<file path="config.mk">
export PLATFORM = sky130hd
export DESIGN_NAME = chained_key_xor_byte_cipher
export DESIGN_NICKNAME = d
export VERILOG_FILES = /design/src/sv/ckxb_pkg.sv /design/src/sv/ckxb_regs.sv /design/src/sv/ckxb_datapath.sv /design/src/sv/chained_key_xor_byte_cipher.sv
export SDC_FILE = /design/constraint.sdc
export NUM_CORES = 1
export LEC_CHECK = 0
export BUFFER_PORTS_ARGS = -buffer_cell sky130_fd_sc_hd__buf_2
export CAP_MARGIN = 15
export CORE_UTILIZATION = 65
export CTS_CLUSTER_SIZE = 30
export DETAILED_ROUTE_END_ITERATION = 10
export PLACE_DENSITY = 0.94
export SKIP_LAST_GASP = 1
export SLEW_MARGIN = 40
export SYNTH_ARGS = -nofsm -noshare
export SYNTH_HDL_FRONTEND = slang
export SYNTH_SLANG_ARGS = --single-unit
export TNS_END_PERCENT = 1
</file>
<file path="constraint.sdc">
create_clock -name clk -period 9.4 [get_ports clk]
set_input_delay 0.94 -clock clk [delete_from_list [all_inputs] [get_ports clk]]
set_output_delay 0.94 -clock clk [all_outputs]
set_load 0.01 [all_outputs]
</file>
<file path="src/sv/ckxb_pkg.sv">
// shared types and constants for the chained key xor byte cipher
// no dependencies; imported by every module of the block

package ckxb_pkg;

	localparam int DATA_W     = 8;
	localparam int POS_W      = 5;
	localparam int LEN_W      = 6;
	localparam int KEY_WORDS  = 4;
	localparam int KEY_BYTES  = 32;
	localparam int APB_DATA_W = 64;
	localparam int APB_ADDR_W = 6;
	localparam int REG_IDX_W  = 3;

	localparam logic [LEN_W-1:0] KEY_LEN_RESET = 6'd16;

	typedef logic [DATA_W-1:0] byte_t;

	typedef enum logic [REG_IDX_W-1:0] {
		REG_MODE       = 3'd0,
		REG_KEY_LENGTH = 3'd1,
		REG_KEY_WORD_0 = 3'd2,
		REG_KEY_WORD_1 = 3'd3,
		REG_KEY_WORD_2 = 3'd4,
		REG_KEY_WORD_3 = 3'd5
	} reg_idx_t;

	localparam logic MODE_ENCRYPT = 1'b0;
	localparam logic MODE_DECRYPT = 1'b1;

	typedef struct packed {
		logic                                  mode;
		logic [LEN_W-1:0]                      key_length;
		logic [KEY_WORDS-1:0][APB_DATA_W-1:0]  key_words;
	} cfg_t;

endpackage

</file>
<file path="src/sv/ckxb_regs.sv">
// apb configuration register file: mode, key length and four key words
// depends on ckxb_pkg

module ckxb_regs
	import ckxb_pkg::*;
(
	input  logic                  clk,
	input  logic                  arst_n,
	input  logic                  psel,
	input  logic                  penable,
	input  logic                  pwrite,
	input  logic [APB_ADDR_W-1:0] paddr,
	input  logic [APB_DATA_W-1:0] pwdata,
	output logic [APB_DATA_W-1:0] prdata,
	output logic                  pready,
	output cfg_t                  cfg
);

	logic                                 mode_q;
	logic [LEN_W-1:0]                     key_length_q;
	logic [KEY_WORDS-1:0][APB_DATA_W-1:0] key_words_q;
	logic [REG_IDX_W-1:0]                 idx;
	logic                                 wr_en;

	// 64-bit registers sit at 8-byte strides
	assign idx    = paddr[APB_ADDR_W-1:3];
	assign wr_en  = psel & penable & pwrite & pready;
	assign pready = 1'b1;

	always_ff @(posedge clk or negedge arst_n) begin
		if (!arst_n) begin
			mode_q       <= MODE_ENCRYPT;
			key_length_q <= KEY_LEN_RESET;
			key_words_q  <= '0;
		end else if (wr_en) begin
			case (idx)
				REG_MODE:       mode_q         <= pwdata[0];
				REG_KEY_LENGTH: key_length_q   <= pwdata[LEN_W-1:0];
				REG_KEY_WORD_0: key_words_q[0] <= pwdata;
				REG_KEY_WORD_1: key_words_q[1] <= pwdata;
				REG_KEY_WORD_2: key_words_q[2] <= pwdata;
				REG_KEY_WORD_3: key_words_q[3] <= pwdata;
				default: ;
			endcase
		end
	end

	always_comb begin
		case (idx)
			REG_MODE:       prdata = {{(APB_DATA_W-1){1'b0}}, mode_q};
			REG_KEY_LENGTH: prdata = {{(APB_DATA_W-LEN_W){1'b0}}, key_length_q};
			REG_KEY_WORD_0: prdata = key_words_q[0];
			REG_KEY_WORD_1: prdata = key_words_q[1];
			REG_KEY_WORD_2: prdata = key_words_q[2];
			REG_KEY_WORD_3: prdata = key_words_q[3];
			default:        prdata = '0;
		endcase
	end

	assign cfg.mode       = mode_q;
	assign cfg.key_length = key_length_q;
	assign cfg.key_words  = key_words_q;

endmodule

</file>
<file path="src/sv/ckxb_datapath.sv">
// cipher datapath: chaining state registers and the per-byte transform
// depends on ckxb_pkg

module ckxb_datapath
	import ckxb_pkg::*;
#(
	parameter int MAX_KEY_BYTES = 32
)
(
	input  logic  clk,
	input  logic  arst_n,
	input  cfg_t  cfg,
	input  logic  step,
	input  logic  start,
	input  byte_t din,
	output byte_t dout
);

	localparam logic [LEN_W-1:0] LEN_MAX = LEN_W'(MAX_KEY_BYTES);

	logic [POS_W-1:0]             key_pos_q;
	byte_t                        prev_q;
	logic [LEN_W-1:0]             eff_len;
	logic [POS_W-1:0]             pos_cur;
	logic [POS_W-1:0]             pos_used;
	logic [LEN_W-1:0]             pos_inc;
	logic [POS_W-1:0]             pos_next;
	byte_t                        prev_cur;
	byte_t                        key;
	logic [KEY_BYTES-1:0][DATA_W-1:0] key_bytes;
	logic                         odd;
	byte_t                        mixed;
	byte_t                        result;
	byte_t                        plain;

	assign key_bytes = cfg.key_words;

	always_comb begin
		if (cfg.key_length == '0)
			eff_len = LEN_W'(1);
		else if (cfg.key_length > LEN_MAX)
			eff_len = LEN_MAX;
		else
			eff_len = cfg.key_length;
	end

	// start of string restarts the chain before this byte
	assign pos_cur  = start ? '0 : key_pos_q;
	assign prev_cur = start ? '0 : prev_q;
	// position left past a shortened key wraps
	assign pos_used = ({1'b0, pos_cur} >= eff_len) ? '0 : pos_cur;
	assign key      = key_bytes[pos_used];
	assign odd      = pos_used[0] & key[0];

	always_comb begin
		if (cfg.mode == MODE_ENCRYPT) begin
			mixed  = din ^ key;
			result = odd ? (((~mixed) + 8'd1) ^ key) + prev_cur : (~din) - prev_cur;
			plain  = din;
		end else begin
			mixed  = (din - prev_cur) ^ key;
			result = odd ? ((~mixed) + 8'd1) ^ key : ~(din + prev_cur);
			plain  = result;
		end
	end

	assign pos_inc  = {1'b0, pos_used} + LEN_W'(1);
	assign pos_next = (pos_inc >= eff_len) ? '0 : pos_inc[POS_W-1:0];

	always_ff @(posedge clk or negedge arst_n) begin
		if (!arst_n) begin
			key_pos_q <= '0;
			prev_q    <= '0;
		end else if (step) begin
			key_pos_q <= pos_next;
			prev_q    <= plain;
		end
	end

	assign dout = result;

endmodule

</file>
<file path="src/sv/chained_key_xor_byte_cipher.sv">
// chained key xor byte cipher: each beat passes the input stage and output registers,
// throughput one beat per cycle while m_axis_tready stays high; a stalled sink fills both stages
// the cipher transform sits between the input stage register and the output register;
// the chaining state (key position, previous plaintext) updates as the byte leaves stage one
// asynchronous active-low reset clears valids, chaining state and config to reset values
// depends on ckxb_pkg, ckxb_regs and ckxb_datapath

module chained_key_xor_byte_cipher
	import ckxb_pkg::*;
#(
	parameter int MAX_KEY_BYTES = 32
)
(
	input  logic                  clk,
	input  logic                  arst_n,
	// apb configuration port
	input  logic                  psel,
	input  logic                  penable,
	input  logic                  pwrite,
	input  logic [APB_ADDR_W-1:0] paddr,
	input  logic [APB_DATA_W-1:0] pwdata,
	output logic [APB_DATA_W-1:0] prdata,
	output logic                  pready,
	// input stream
	input  logic                  s_axis_tvalid,
	output logic                  s_axis_tready,
	input  logic [DATA_W-1:0]     s_axis_tdata,   // [7:0] data_byte
	input  logic                  s_axis_tuser,   // [0] start_of_string
	// result stream
	output logic                  m_axis_tvalid,
	input  logic                  m_axis_tready,
	output logic [DATA_W-1:0]     m_axis_tdata    // [7:0] result_byte
);

	cfg_t  cfg;
	logic  valid_s1;
	byte_t data_s1;
	logic  start_s1;
	logic  valid_s2;
	byte_t result_s2;
	logic  advance;
	logic  step;
	byte_t result;

	ckxb_regs u_regs (
		.clk     (clk),
		.arst_n  (arst_n),
		.psel    (psel),
		.penable (penable),
		.pwrite  (pwrite),
		.paddr   (paddr),
		.pwdata  (pwdata),
		.prdata  (prdata),
		.pready  (pready),
		.cfg     (cfg)
	);

	// output slot is free or being drained this cycle
	assign advance       = !valid_s2 || m_axis_tready;
	// stage one hands its byte to the output register
	assign step          = valid_s1 && advance;
	// take a new beat whenever stage one is empty or moving on
	assign s_axis_tready = !valid_s1 || advance;

	// input stage register
	always_ff @(posedge clk or negedge arst_n) begin
		if (!arst_n) begin
			valid_s1 <= 1'b0;
		end else if (s_axis_tready) begin
			valid_s1 <= s_axis_tvalid;
		end
	end

	always_ff @(posedge clk) begin
		if (s_axis_tready && s_axis_tvalid) begin
			data_s1  <= s_axis_tdata;
			start_s1 <= s_axis_tuser;
		end
	end

	ckxb_datapath #(
		.MAX_KEY_BYTES (MAX_KEY_BYTES)
	) u_datapath (
		.clk    (clk),
		.arst_n (arst_n),
		.cfg    (cfg),
		.step   (step),
		.start  (start_s1),
		.din    (data_s1),
		.dout   (result)
	);

	// output register
	always_ff @(posedge clk or negedge arst_n) begin
		if (!arst_n) begin
			valid_s2 <= 1'b0;
		end else if (advance) begin
			valid_s2 <= valid_s1;
		end
	end

	always_ff @(posedge clk) begin
		if (step) begin
			result_s2 <= result;
		end
	end

	assign m_axis_tvalid = valid_s2;
	assign m_axis_tdata  = result_s2;

`ifndef SYNTH
	// input backpressure only when both stages hold a beat and the sink stalls
	assert property (@(posedge clk) disable iff (!arst_n)
		!s_axis_tready |-> (valid_s1 && valid_s2 && !m_axis_tready))
		else $error("input stalled without a full pipeline");

	// a byte stuck in stage one keeps its payload
	assert property (@(posedge clk) disable iff (!arst_n)
		(valid_s1 && !advance) |=> (valid_s1 && $stable(data_s1) && $stable(start_s1)))
		else $error("stage one byte lost or changed while stalled");

	// every processed byte appears as a result beat
	assert property (@(posedge clk) disable iff (!arst_n)
		step |=> valid_s2)
		else $error("processed byte did not reach the output register");
`endif

endmodule

</file>
==> results.yml <==
power:
  pwr-share-comb: 0.343
  p_int_uw: 2980
  p_seq_frac: 0.383
  ir_drop_uv: 207
  p_leak_uw: 0.00873
  total_power_uw: 4700
  powerDensity_mw_per_mm2: 245
  power.switching_uw: 1720
  swShare: 0.366
  power.clock.fraction: 0.274
timing:
  final.setup.tns_ns: 0
  min_period_ns: 7.35
  fin_worst_skew_ns: 0.0106
  slew_headroom: 0.414
  finalHoldViolCount: 0
  maxSlewViolCount: 0
  tightest_slew_ns: 0.878
  setup_viol: 0
  setup_ws_ns: 2.05
  period_share: 0.782
  fmaxAchievable_mhz: 136
  whs_ns: 0.228
  rsz0062_at_grt: "false"
finish:
  finish.utilization: 0.739
  syn_to_final_growth_pct: 11.9
  drive_gt1_frac: 0.338
  nets: 1780
  regArea_sq_mm: 0.00747
  multi_input_area_sq_mm: 0.00901
  fill_cells: 1726
routing:
  via_per_inst: 6.95
  routedWlPerCell_microns: 26.2
  first_pass_iters: 6
  drtIter0Drc: 1599
  drtAntennaViolNets: 0
  vias: 13900
  totalWireLength_mm: 52.6
  drc: 0
place:
  dp_hpwl_mm: 35.0
  gp_congestion: 0.967
  post-place-ws_ns: 2.38
  numPortBuffers: 156
critical_path:
  crit_path_end_kind: "register"
  rrSetupSlack_ns: 2.05
  timing.rr.start: "start_s1$_DFFE_PP_"
  start_kind: "register"
  reg2reg_depth: 24
  r2r-end: "m_axis_tdata[7]$_DFFE_PP_"
  arrival_ns: 7.76
  critical_path.max_fanout: 24
  crit_required_ns: 9.82
  path_class: "reg -> reg"
floorplanning:
  core.rowCount: 59
  num_io_pins: 161
  start_util: 0.660
  die_w_microns: 164
  die-area_sq_mm: 0.0270
  core_sq_mm: 0.0260
  die_height_microns: 164
job:
  drv_cap: 0
synthesis:
  yosys.area.top_type: "dfrtp_1"
  synth.area.top_cells: "dfrtp_1 (40%), mux2_2 (19%), a22oi_1 (5.2%)"
  netlist_area_sq_mm: 0.0172
  synth_common_cells: "mux2_2 (282), dfrtp_1 (277), a22oi_1 (119), nand2_1 (105), a21oi_1 (83)"
  synth_nets: 1673
  ys_seq_elements: 295
  synth_seq_area_share: 0.435
  synthArstFlopShare: 0.942
  yosys_warnings: 0
  synth_flop_cell: "dfrtp_1"
  synthCells: 1544
  avgSynthCellArea_sq_um: 11.1
  synth_cell_types: 101
  synth_edf_count: 17
  yosysTopAreaCellShare: 0.404
  yosysMostFrequentCell: "mux2_2"
clock_tree:
  cts_setup_buffers: 0
  clk_path_buf_depth: 3
  cts_resized: 0
  cts_root_buf: "clkbuf_16"
  cts_tree: "built"
  clkSinkCount: 295
  cts_hold_buf: 0
  clkSlewWorstSetupHoldPaths_ns: 0.06
  clock_latency_ns: 0.60
  cts_buffers: 31
  cts.htree.levels: 1
grt:
  grt_max_degree: 88
  overflow: 0
  grt_pass1_wl_mm: 81.2
  track_usage: 0.396
  antenna_found_initial: 1
  first_global_vias: 14500
outcome:
  status: "finished, final reports clean"
worst_hold_path:
  hold_path.class: "in -> async"
-- state kept, by name, summed over array words and instances (netlist names), 5 cells and up --
| name | flops |
|---|---|
| u_regs.cfg | 256 |
| u_regs.key_length_q | 6 |
| u_datapath.prev_q | 8 |
| u_datapath.key_pos_q | 5 |
| data_s1 | 8 |
| m_axis_tdata | 8 |
-- worst max-delay path, stage by stage, from the launching register on --
cell	delay, ns
edfxtp_1	0.33
buf_4	0.33
nand2b_1	0.64
inv_1	0.46
ha_1	0.44
nand4_2	0.42
o211ai_1	0.34
buf_4	0.36
inv_1	0.35
o311ai_1	0.21
a32oi_1	0.25
or3_1	0.42
and2_1	0.19
ha_1	0.28
xor2_1	0.29
ha_1	0.29
a21o_1	0.19
a21oi_1	0.25
o21bai_1	0.12
a21oi_1	0.22
o21bai_1	0.10
a21oi_1	0.18
xnor2_1	0.15
xnor2_1	0.09
a311oi_1	0.26
-- cell usage in the layout, fill, tap and decap left out, types with 5 or more instances in the layout --
cell type,count
nor3_1,12
mux2_2,282
o22ai_1,10
o21bai_1,14
a22o_1,6
a211oi_1,17
nand2_1,105
a21oi_1,83
a221oi_1,17
xnor2_1,36
o21ai_0,35
mux2i_1,47
inv_1,39
dfrtp_1,275
nand3_1,22
nor2b_1,14
or3_1,5
nor2_1,57
clkbuf_16,32
ha_1,40
buf_8,5
buf_4,18
o211ai_1,16
a22oi_1,119
o2111ai_1,7
buf_2,155
nor2_4,6
edfxtp_1,17
nand2b_1,15
a21o_1,10
a31oi_1,5
a2bb2oi_1,6
xor2_1,11
-- cell type report --
class | count | share of cell area
multi-input combinational | 1098 | 0.470
timing repair buffer | 183 | 0.0561
clock buffer | 39 | 0.0447
clock inverter | 12 | 0.00991
sequential | 295 | 0.389
tap | 335 | 0.0218
inverter | 42 | 0.00848
antenna | 1 | 0.000130
-- logic make-up (layout without fill, tap and decap cells) --
group                      Yosys count  count (layout)  share of synthesized area
AOI/OAI and AO/OA                  409             409                      0.175
xor gates and xnor gates            48              48                     0.0250
adders and majority gates           43              43                     0.0327
buffers and inverters              151             276                     0.0425
DFF                                295             295                      0.435
muxes                              332             332                      0.216
other                                1               2                   0.000219
and+or+nand+nor                    265             265                     0.0735
-- routing by layer --
metal / track usage / share of wire
met4: 0.201 / 0.048
met5: 0 / 0
met2: 0.626 / 0.46
met3: 0.0992 / 0.10
met1: 0.506 / 0.38
-- worst max-delay path by stage --
stage	startpoint	endpoint	slack [ns]
4_1_cts	start_s1$_DFFE_PP_	m_axis_tdata[7]$_DFFE_PP_	2.32
2_1_floorplan	start_s1$_DFFE_PP_	m_axis_tdata[7]$_DFFE_PP_	4.20
3_3_place_gp	start_s1$_DFFE_PP_	m_axis_tdata[7]$_DFFE_PP_	2.47
3_5_place_dp	start_s1$_DFFE_PP_	m_axis_tdata[7]$_DFFE_PP_	2.38
5_1_grt	start_s1$_DFFE_PP_	m_axis_tdata[7]$_DFFE_PP_	1.75
6_report	start_s1$_DFFE_PP_	m_axis_tdata[7]$_DFFE_PP_	2.05
-- through the flow --
| stage | instance area [sq um] | instances |
|---|---|---|
| after floorplan | 17200 | 1544 |
| after global placement | 18000 | 1947 |
| after detailed placement | 18100 | 1953 |
| after CTS | 19200 | 2004 |
| after global routing | 19200 | 2005 |
| final | 19200 | 2005 |
-- power groups by stage --
stage	Sequential, uW	Clock (uW)	Combinational, uW
5_1_grt	1830	1340	1720
3_3_place_gp	1780	0	1490
2_1_floorplan	1700	0	1180
3_5_place_dp	1800	0	1540
6_report	1800	1290	1610
4_1_cts	1790	1290	1560
(Power assumes the default switching activity.)
